`src/hhls_pkg.sv`:
```
package hhls_pkg;

  // Field widths
  localparam int unsigned BYTE_W   = 8;
  localparam int unsigned POS_W    = 21;
  localparam int unsigned VALUE_W  = 31;
  localparam int unsigned KEY_LEN  = 16;
  localparam int unsigned KEY_IDX_W = $clog2(KEY_LEN);

  // Byte count stops here
  localparam logic [POS_W-1:0] MAX_BYTES = POS_W'(1048576);
  localparam logic [VALUE_W-1:0] VALUE_MAX = {VALUE_W{1'b1}};

  localparam logic [BYTE_W-1:0] CH_CR   = 8'h0D;
  localparam logic [BYTE_W-1:0] CH_LF   = 8'h0A;
  localparam logic [BYTE_W-1:0] CH_ZERO = 8'h30;
  localparam logic [BYTE_W-1:0] CH_NINE = 8'h39;

  // Progress through CR LF CR LF
  typedef enum logic [1:0] {
    CRLF_NONE = 2'd0,
    CRLF_CR1  = 2'd1,
    CRLF_LF1  = 2'd2,
    CRLF_CR2  = 2'd3
  } crlf_e;

  // Length header parse phase
  typedef enum logic [1:0] {
    PH_SEARCHING = 2'd0,
    PH_DIGITS    = 2'd1,
    PH_DONE      = 2'd2
  } phase_e;

  // Input register contents
  typedef struct packed {
    logic              valid;
    logic [BYTE_W-1:0] data_byte;
    logic              last_byte;
  } stage_t;

  // One result item
  typedef struct packed {
    logic               header_end_found;
    logic [POS_W-1:0]   data_start;
    logic               length_found;
    logic [VALUE_W-1:0] content_length;
    logic               length_saturated;
  } res_t;

  // "Content-Length: " one character per index
  function automatic logic [BYTE_W-1:0] key_char(input logic [KEY_IDX_W-1:0] idx);
    logic [BYTE_W-1:0] ch;
    unique case (idx)
      4'd0:    ch = 8'h43; // C
      4'd1:    ch = 8'h6F; // o
      4'd2:    ch = 8'h6E; // n
      4'd3:    ch = 8'h74; // t
      4'd4:    ch = 8'h65; // e
      4'd5:    ch = 8'h6E; // n
      4'd6:    ch = 8'h74; // t
      4'd7:    ch = 8'h2D; // -
      4'd8:    ch = 8'h4C; // L
      4'd9:    ch = 8'h65; // e
      4'd10:   ch = 8'h6E; // n
      4'd11:   ch = 8'h67; // g
      4'd12:   ch = 8'h74; // t
      4'd13:   ch = 8'h68; // h
      4'd14:   ch = 8'h3A; // :
      default: ch = 8'h20; // space
    endcase
    return ch;
  endfunction

endpackage

```
`src/hhls_in_if.sv`:
```
interface hhls_in_if
  import hhls_pkg::*;
  ();
  logic              valid;
  logic              ready;
  logic [BYTE_W-1:0] data_byte;
  logic              last_byte;

  modport source (output valid, output data_byte, output last_byte, input ready);
  modport sink   (input valid, input data_byte, input last_byte, output ready);
endinterface

```
`src/hhls_out_if.sv`:
```
interface hhls_out_if
  import hhls_pkg::*;
  ();
  logic               valid;
  logic               ready;
  logic               header_end_found;
  logic [POS_W-1:0]   data_start;
  logic               length_found;
  logic [VALUE_W-1:0] content_length;
  logic               length_saturated;

  modport source (output valid, output header_end_found, output data_start,
                  output length_found, output content_length, output length_saturated,
                  input ready);
  modport sink   (input valid, input header_end_found, input data_start,
                  input length_found, input content_length, input length_saturated,
                  output ready);
endinterface

```
`src/hhls_in_stage.sv`:
```
module hhls_in_stage
  import hhls_pkg::*;
(
  input  logic        clk_i,
  input  logic        rst_ni,
  hhls_in_if.sink     in_i,
  input  logic        adv_i,
  output stage_t      stage_o
);

  logic              valid_q;
  logic [BYTE_W-1:0] byte_q;
  logic              last_q;
  logic              take;

  // Room when empty or when the held byte moves on this cycle
  assign in_i.ready = !valid_q || adv_i;
  assign take       = in_i.valid && in_i.ready;

  always_ff @(posedge clk_i or negedge rst_ni) begin
    if (!rst_ni) begin
      valid_q <= 1'b0;
    end else if (take) begin
      valid_q <= 1'b1;
    end else if (adv_i) begin
      valid_q <= 1'b0;
    end
  end

  // Payload, no reset
  always_ff @(posedge clk_i) begin
    if (take) begin
      byte_q <= in_i.data_byte;
      last_q <= in_i.last_byte;
    end
  end

  assign stage_o.valid     = valid_q;
  assign stage_o.data_byte = byte_q;
  assign stage_o.last_byte = last_q;

endmodule

```
`src/hhls_scan_core.sv`:
```
module hhls_scan_core
  import hhls_pkg::*;
(
  input  logic   clk_i,
  input  logic   rst_ni,
  input  stage_t stage_i,
  input  logic   adv_i,
  output res_t   res_o
);

  crlf_e                crlf_q, crlf_d, crlf_n;
  logic [KEY_IDX_W-1:0] pat_q, pat_d, pat_n;
  logic [POS_W-1:0]     pos_q, pos_d, pos_n;
  logic [POS_W-1:0]     body_q, body_d, body_n;
  logic                 seen_q, seen_d, seen_n;
  phase_e               phase_q, phase_d, phase_n;
  logic [VALUE_W-1:0]   acc_q, acc_d, acc_n;
  logic                 ovf_q, ovf_d, ovf_n;

  logic [BYTE_W-1:0]    b;
  logic                 is_cr, is_lf, is_digit;
  logic [3:0]           digit;
  logic [VALUE_W+3:0]   prod;

  assign b        = stage_i.data_byte;
  assign is_cr    = (b == CH_CR);
  assign is_lf    = (b == CH_LF);
  assign is_digit = (b >= CH_ZERO) && (b <= CH_NINE);
  assign digit    = 4'(b - CH_ZERO);
  // acc * 10 + digit
  assign prod = {acc_q, 3'b000} + {2'b00, acc_q, 1'b0} + (VALUE_W+4)'(digit);

  // Next state for the byte in the input register
  always_comb begin
    pos_n   = (pos_q != MAX_BYTES) ? pos_q + POS_W'(1) : pos_q;
    body_n  = body_q;
    seen_n  = seen_q;
    crlf_n  = CRLF_NONE;
    pat_n   = pat_q;
    phase_n = phase_q;
    acc_n   = acc_q;
    ovf_n   = ovf_q;

    // Blank line detector, overlapping matches allowed
    case (crlf_q)
      CRLF_NONE: crlf_n = is_cr ? CRLF_CR1 : CRLF_NONE;
      CRLF_CR1:  crlf_n = is_lf ? CRLF_LF1 : (is_cr ? CRLF_CR1 : CRLF_NONE);
      CRLF_LF1:  crlf_n = is_cr ? CRLF_CR2 : CRLF_NONE;
      default: begin
        if (is_lf) begin
          seen_n = 1'b1;
          body_n = pos_n;
          crlf_n = CRLF_LF1;
        end else begin
          crlf_n = is_cr ? CRLF_CR1 : CRLF_NONE;
        end
      end
    endcase

    // Header key match, then decimal value
    case (phase_q)
      PH_SEARCHING: begin
        if (b == key_char(pat_q)) begin
          if (pat_q == KEY_IDX_W'(KEY_LEN - 1)) begin
            phase_n = PH_DIGITS;
            pat_n   = '0;
          end else begin
            pat_n = pat_q + KEY_IDX_W'(1);
          end
        end else begin
          pat_n = (b == key_char('0)) ? KEY_IDX_W'(1) : '0;
        end
      end
      PH_DIGITS: begin
        if (is_digit) begin
          if (ovf_q || (|prod[VALUE_W+3:VALUE_W])) begin
            acc_n = VALUE_MAX;
            ovf_n = 1'b1;
          end else begin
            acc_n = prod[VALUE_W-1:0];
          end
        end else begin
          phase_n = PH_DONE;
        end
      end
      default: ;
    endcase
  end

  // Result from the updated state
  always_comb begin
    res_o.header_end_found = seen_n;
    res_o.data_start       = seen_n ? body_n : '0;
    res_o.length_found     = (phase_n != PH_SEARCHING);
    res_o.content_length   = (phase_n != PH_SEARCHING) ? acc_n : '0;
    res_o.length_saturated = (phase_n != PH_SEARCHING) && ovf_n;
  end

  // Last byte of a buffer returns everything to reset
  always_comb begin
    if (stage_i.last_byte) begin
      crlf_d  = CRLF_NONE;
      pat_d   = '0;
      pos_d   = '0;
      body_d  = '0;
      seen_d  = 1'b0;
      phase_d = PH_SEARCHING;
      acc_d   = '0;
      ovf_d   = 1'b0;
    end else begin
      crlf_d  = crlf_n;
      pat_d   = pat_n;
      pos_d   = pos_n;
      body_d  = body_n;
      seen_d  = seen_n;
      phase_d = phase_n;
      acc_d   = acc_n;
      ovf_d   = ovf_n;
    end
  end

  always_ff @(posedge clk_i or negedge rst_ni) begin
    if (!rst_ni) begin
      crlf_q  <= CRLF_NONE;
      pat_q   <= '0;
      pos_q   <= '0;
      body_q  <= '0;
      seen_q  <= 1'b0;
      phase_q <= PH_SEARCHING;
      acc_q   <= '0;
      ovf_q   <= 1'b0;
    end else if (adv_i) begin
      crlf_q  <= crlf_d;
      pat_q   <= pat_d;
      pos_q   <= pos_d;
      body_q  <= body_d;
      seen_q  <= seen_d;
      phase_q <= phase_d;
      acc_q   <= acc_d;
      ovf_q   <= ovf_d;
    end
  end

endmodule

```
`src/hhls_out_stage.sv`:
```
module hhls_out_stage
  import hhls_pkg::*;
(
  input  logic       clk_i,
  input  logic       rst_ni,
  input  logic       load_i,
  input  res_t       res_i,
  output logic       free_o,
  hhls_out_if.source out_o
);

  logic valid_q;
  res_t res_q;

  // Can take a result when empty or when the held one leaves now
  assign free_o = !valid_q || out_o.ready;

  always_ff @(posedge clk_i or negedge rst_ni) begin
    if (!rst_ni) begin
      valid_q <= 1'b0;
    end else if (load_i) begin
      valid_q <= 1'b1;
    end else if (out_o.ready) begin
      valid_q <= 1'b0;
    end
  end

  always_ff @(posedge clk_i) begin
    if (load_i) begin
      res_q <= res_i;
    end
  end

  assign out_o.valid            = valid_q;
  assign out_o.header_end_found = res_q.header_end_found;
  assign out_o.data_start       = res_q.data_start;
  assign out_o.length_found     = res_q.length_found;
  assign out_o.content_length   = res_q.content_length;
  assign out_o.length_saturated = res_q.length_saturated;

endmodule

```
`src/http_header_length_scanner.sv`:
```
// Request header scanner. Takes one byte of a received request per cycle on
// in_i and, on the byte marked last_byte, hands one result transfer to out_o:
// the byte count through the last CR LF CR LF (where the body starts) and
// the decimal value after the first "Content-Length: ", saturating at
// 2^31-1 with a flag; fields read zero when their pattern was not seen.
// Throughput is one byte per cycle: a byte passes an input register and
// the combinational match and accumulate logic, and the result of a last
// byte lands in the result register before it shows on out_o.
// Input stalls only while a last byte waits behind a result that out_o has
// not taken yet. After each buffer all scan state returns to its reset value.
module http_header_length_scanner
  import hhls_pkg::*;
(
  input  logic       clk_i,
  input  logic       rst_ni,
  hhls_in_if.sink    in_i,
  hhls_out_if.source out_o
);

  stage_t stage;
  res_t   res;
  logic   out_free;
  logic   adv;

  // Non-last bytes never wait; a last byte needs room for its result
  assign adv = stage.valid && (!stage.last_byte || out_free);

  hhls_in_stage u_in (
    .clk_i   (clk_i),
    .rst_ni  (rst_ni),
    .in_i    (in_i),
    .adv_i   (adv),
    .stage_o (stage)
  );

  hhls_scan_core u_core (
    .clk_i   (clk_i),
    .rst_ni  (rst_ni),
    .stage_i (stage),
    .adv_i   (adv),
    .res_o   (res)
  );

  hhls_out_stage u_out (
    .clk_i  (clk_i),
    .rst_ni (rst_ni),
    .load_i (adv && stage.last_byte),
    .res_i  (res),
    .free_o (out_free),
    .out_o  (out_o)
  );

endmodule

```
`src/flat_wrapper.sv`:
```
// flat-port wrapper written by rule: the top's interface ports become plain ports
module http_header_length_scanner_flat import hhls_pkg::*;
  (clk_i, rst_ni, in_i_valid, in_i_data_byte, in_i_last_byte, in_i_ready, out_o_valid, out_o_header_end_found, out_o_data_start, out_o_length_found, out_o_content_length, out_o_length_saturated, out_o_ready);
  hhls_in_if in_i_i ();
  hhls_out_if out_o_i ();
  input  logic clk_i;
  input  logic rst_ni;
  input wire logic [$bits(in_i_i.valid)-1:0] in_i_valid;
  input wire logic [$bits(in_i_i.data_byte)-1:0] in_i_data_byte;
  input wire logic [$bits(in_i_i.last_byte)-1:0] in_i_last_byte;
  output wire logic [$bits(in_i_i.ready)-1:0] in_i_ready;
  output wire logic [$bits(out_o_i.valid)-1:0] out_o_valid;
  output wire logic [$bits(out_o_i.header_end_found)-1:0] out_o_header_end_found;
  output wire logic [$bits(out_o_i.data_start)-1:0] out_o_data_start;
  output wire logic [$bits(out_o_i.length_found)-1:0] out_o_length_found;
  output wire logic [$bits(out_o_i.content_length)-1:0] out_o_content_length;
  output wire logic [$bits(out_o_i.length_saturated)-1:0] out_o_length_saturated;
  input wire logic [$bits(out_o_i.ready)-1:0] out_o_ready;
  assign in_i_i.valid = in_i_valid;
  assign in_i_i.data_byte = in_i_data_byte;
  assign in_i_i.last_byte = in_i_last_byte;
  assign in_i_ready = in_i_i.ready;
  assign out_o_valid = out_o_i.valid;
  assign out_o_header_end_found = out_o_i.header_end_found;
  assign out_o_data_start = out_o_i.data_start;
  assign out_o_length_found = out_o_i.length_found;
  assign out_o_content_length = out_o_i.content_length;
  assign out_o_length_saturated = out_o_i.length_saturated;
  assign out_o_i.ready = out_o_ready;
  http_header_length_scanner u_core (.clk_i(clk_i), .rst_ni(rst_ni), .in_i(in_i_i), .out_o(out_o_i));
endmodule
```
`config.mk`:
```
export PLATFORM = sky130hd
export DESIGN_NAME = http_header_length_scanner_flat
export DESIGN_NICKNAME = d
export VERILOG_FILES = /design/src/hhls_pkg.sv /design/src/hhls_in_if.sv /design/src/hhls_out_if.sv /design/src/hhls_in_stage.sv /design/src/hhls_scan_core.sv /design/src/hhls_out_stage.sv /design/src/http_header_length_scanner.sv /design/src/flat_wrapper.sv
export SDC_FILE = /design/constraint.sdc
export NUM_CORES = 1
export LEC_CHECK = 0
export BUFFER_PORTS_ARGS = -buffer_cell sky130_fd_sc_hd__buf_2
export CAP_MARGIN = 0
export CELL_PAD_IN_SITES_DETAIL_PLACEMENT = 0
export CELL_PAD_IN_SITES_GLOBAL_PLACEMENT = 2
export CORE_MARGIN = 2
export CORE_UTILIZATION = 35
export CTS_CLUSTER_SIZE = 14
export DETAILED_ROUTE_END_ITERATION = 8
export PLACE_DENSITY_LB_ADDON = 0.1
export SETUP_SLACK_MARGIN = 0.1
export SLEW_MARGIN = 40
export SYNTH_ARGS = -nofsm -noshare
export SYNTH_HDL_FRONTEND = slang
export SYNTH_SLANG_ARGS = --single-unit
```
`constraint.sdc`:
```
create_clock -name clk_i -period 7.6 [get_ports clk_i]
set_clock_uncertainty 0.15 [all_clocks]
set_input_delay 0.38 -clock clk_i [delete_from_list [all_inputs] [get_ports clk_i]]
set_output_delay 0.38 -clock clk_i [all_outputs]
set_load 0.02 [all_outputs]
```
==> reports/results.txt <==
Dpl hpwl: 16.7 mm
GRT Total Usage: 0.190
TritonCTS Buffers: 17
Post-synth top area share: 0.237
PD cells: 177 nW/um2
Setup Total Neg Slack: 0 ns
Initial antenna violation count: 0
Pre-CTS setup slack: 2.99 ns
WL/cell: 18.4 um
Layout cell share with drive strength beyond 1: 0.131
Post-Route WL: 24.6 mm
# IOs: 70
Crit path arrival time: 4.42 ns
Post-CTS setup buffer count: 0
Netlist Area Pre-Place: 8990 um2
Die Area: 27000 um2
Core ar.: 25200 um2
R2r setup slk: 3.20 ns
Non-Filler Instances: 1336
TritonCTS clock tree: yes
Crit Path Max Fanout: 29
DRT iter0 DRCs: 416
Die Y: 164 um
Worst setup path category: reg2reg
PostCTS Resize Cnt: 0
Synth cell count leaders: o21ai_0, nand2_1, dfrtp_1
Hold path cells: 2
Top cells by area, synth: dfrtp_1, edfxtp_1, ha_1
Critical Path End Type: flop
Synth Area per Inst: 9.59 um2
Residual DRC count: 0
Worst hold slack: 0.0172 ns
Total gr overflow: 0
Relative slew slack: 0.483
Setup WS post-layout: 3.20 ns
Status: finished, final reports clean
Fraction of registers with async set/reset: 0.570
Via Count: 7316
Post-route clock period utilization: 0.579
Port-buffer cells: 69
H-Tree Level Count: 4
MaxCap Viol Count: 0
Die X: 164 um
Largest net degree at the start of global routing: 64
Final setup violation count: 0
Fillcell total: 2486
Hold Startpoint: out_o_ready
Placed instance area: 9640 um2
Max-slew violations: 0
Slew @ Worst Pin: 0.776 ns
Design area: 10400 um2
Final Hold Viols: 0
Starting Density: 0.357
Worst-path clk slew: 0.08 ns
Synth Flop Type: dfrtp_1
Cells after synthesis: 937
Most common cell in the netlist: o21ai_0
Unrepaired setup endpoints after global routing: false
Area of the multi-input gates: 4680 um2
Final #Nets: 1076
Worst skew pair latency: 0.43 ns
FF+latch count, synth: 149
Worst reg2reg path depth: 12
Worst Hold End: u_core.u_out.out_o.valid
Post-Syn Nets: 1020
RR Endpoint: u_core.u_out.out_o.content_length[9]
Vias in the first global route: 7162
DR vias/cell: 5.48
Yosys warnings: 0
Leakage: 4.48 nW
Number of hold buffers added after cts: 11
Sink Count: 149
Post-layout min period: 4.40 ns
Critical Path RT: 7.61 ns
Maximum VDD drop: 119 uV
Hold/Removal Path Class: in2reg
Placed Instances: 1291
Area growth from synthesis to layout: 15.5%
Clock buffer depth: 2
Sequential cell area: 4050 um2
Maximum clock rate: 227 MHz
DRT Pass-1 Iters: 7
First-pass GRT wire length: 40.1 mm
Synth cell types: 66
Site Rows: 58
Sequential-to-total area share from yosys stat: 0.451
Post-synth top area cell: dfrtp_1
Final design utilization: 0.412
CP startpoint kind: flop
Root Driver: clkbuf_16
R2R Path Start: u_core.u_in.byte_q[3]
GP Congestion: 0.799
Diode count: 0
Total power draw: 1.84 mW
Final ANT Viol Nets: 0
Post-synth EDFFs: 64
power breakdown:
| group | total (mW) | internal [mW] | switching, mW |
|---|---|---|---|
| Combinational | 0.106 | 0.0322 | 0.0740 |
| Sequential | 0.870 | 0.858 | 0.0117 |
| Clock | 0.864 | 0.447 | 0.418 |
| Total | 1.84 | 1.34 | 0.504 |
layout by cell type, fill, tap and decap left out, types with 3 or more instances in the layout:
cell type,Yosys,routed
o21ai_1,4,4
a21oi_1,64,64
inv_6,0,3
nand2_1,105,103
clkbuf_16,0,17
or3_1,5,5
o21a_1,4,4
a21o_1,15,15
and2_1,7,7
o211ai_1,10,10
a221o_1,12,12
dlygate4sd3_1,0,11
inv_8,0,5
nor4_1,4,4
xor2_1,26,26
ha_1,68,68
and4_1,4,4
a31oi_1,27,27
o31ai_1,9,9
a211oi_1,9,9
o21bai_1,3,3
nand3_1,39,39
buf_2,6,68
and3_1,15,15
inv_1,16,16
a21boi_0,3,3
nand4_1,8,8
xnor2_1,27,27
nor3_1,11,11
nor4b_1,5,5
dfrtp_1,85,85
nor2_1,45,44
edfxtp_1,64,64
o21ai_0,133,131
a22o_1,3,3
buf_4,0,10
nand2b_1,6,6
clkinv_8,0,5
worst max path at each step:
stage | startpoint | end | depth (start not counted)
2_1_floorplan | u_core.u_in.last_q | u_core.u_out.out_o.content_length[0] | 5
3_3_place_gp | u_core.u_in.byte_q[3] | u_core.u_core.acc_q[5] | 12
5_1_grt | u_core.u_in.byte_q[3] | u_core.u_core.acc_q[9] | 13
3_5_place_dp | u_core.u_in.byte_q[3] | u_core.u_out.out_o.content_length[13] | 11
6_report | u_core.u_in.byte_q[3] | u_core.u_out.out_o.content_length[9] | 12
4_1_cts | u_core.u_in.byte_q[3] | u_core.u_out.out_o.content_length[9] | 11
final cells by class:
class / instances / area share
clock buffer: 17 / 0.0410
clock inverter: 15 / 0.0174
inverter: 17 / 0.00615
multi-input combinational: 716 / 0.451
sequential: 149 / 0.390
tap: 330 / 0.0398
timing repair buffer: 92 / 0.0542
worst max-delay path, cell delays in order (launching register included):
cell and delay (ns):
edfxtp_1 0.48, fa_1 0.52, fa_1 0.50, a211oi_1 0.32
o21ai_1 0.20, a31oi_2 0.23, a31oi_1 0.22, a41oi_1 0.26
o211ai_1 0.16, nor3_4 0.38, buf_6 0.23, buf_4 0.33
a31oi_1 0.14
routing by layer:
metal  wire, um  share of wire  global-route usage
met5          0              0                   0
met4        465          0.019              0.0582
met3        907          0.037              0.0283
met2      10800           0.44               0.284
met1      12400           0.50               0.281
state kept, by name, summed over array words and instances (netlist names):
signal / cells
u_core.u_core.pos_q: 21
u_core.u_out.out_o.content_length: 31
u_core.u_in.valid_q: 1
u_core.u_core.body_q: 21
u_core.u_out.out_o.valid: 1
u_core.u_core.acc_q: 31
u_core.u_core.seen_q: 1
u_core.u_core.pat_q: 4
u_core.u_core.ovf_q: 1
u_core.u_core.phase_q: 2
u_core.u_in.last_q: 1
u_core.u_core.crlf_q: 2
u_core.u_out.out_o.data_start: 21
u_core.u_out.out_o.length_found: 1
u_core.u_out.out_o.length_saturated: 1
u_core.u_out.out_o.header_end_found: 1
u_core.u_in.byte_q: 8
cell families (layout without fill, tap and decap cells):
group | after synthesis | after routing | synth area share
compound gates | 318 | 318 | 0.215
simple gates | 269 | 269 | 0.145
flops | 149 | 149 | 0.451
fa+ha+maj | 72 | 72 | 0.101
buf+inv | 72 | 141 | 0.0317
xor+xnor | 53 | 53 | 0.0517
mux | 4 | 4 | 0.00473
(Power assumes the default switching activity.)
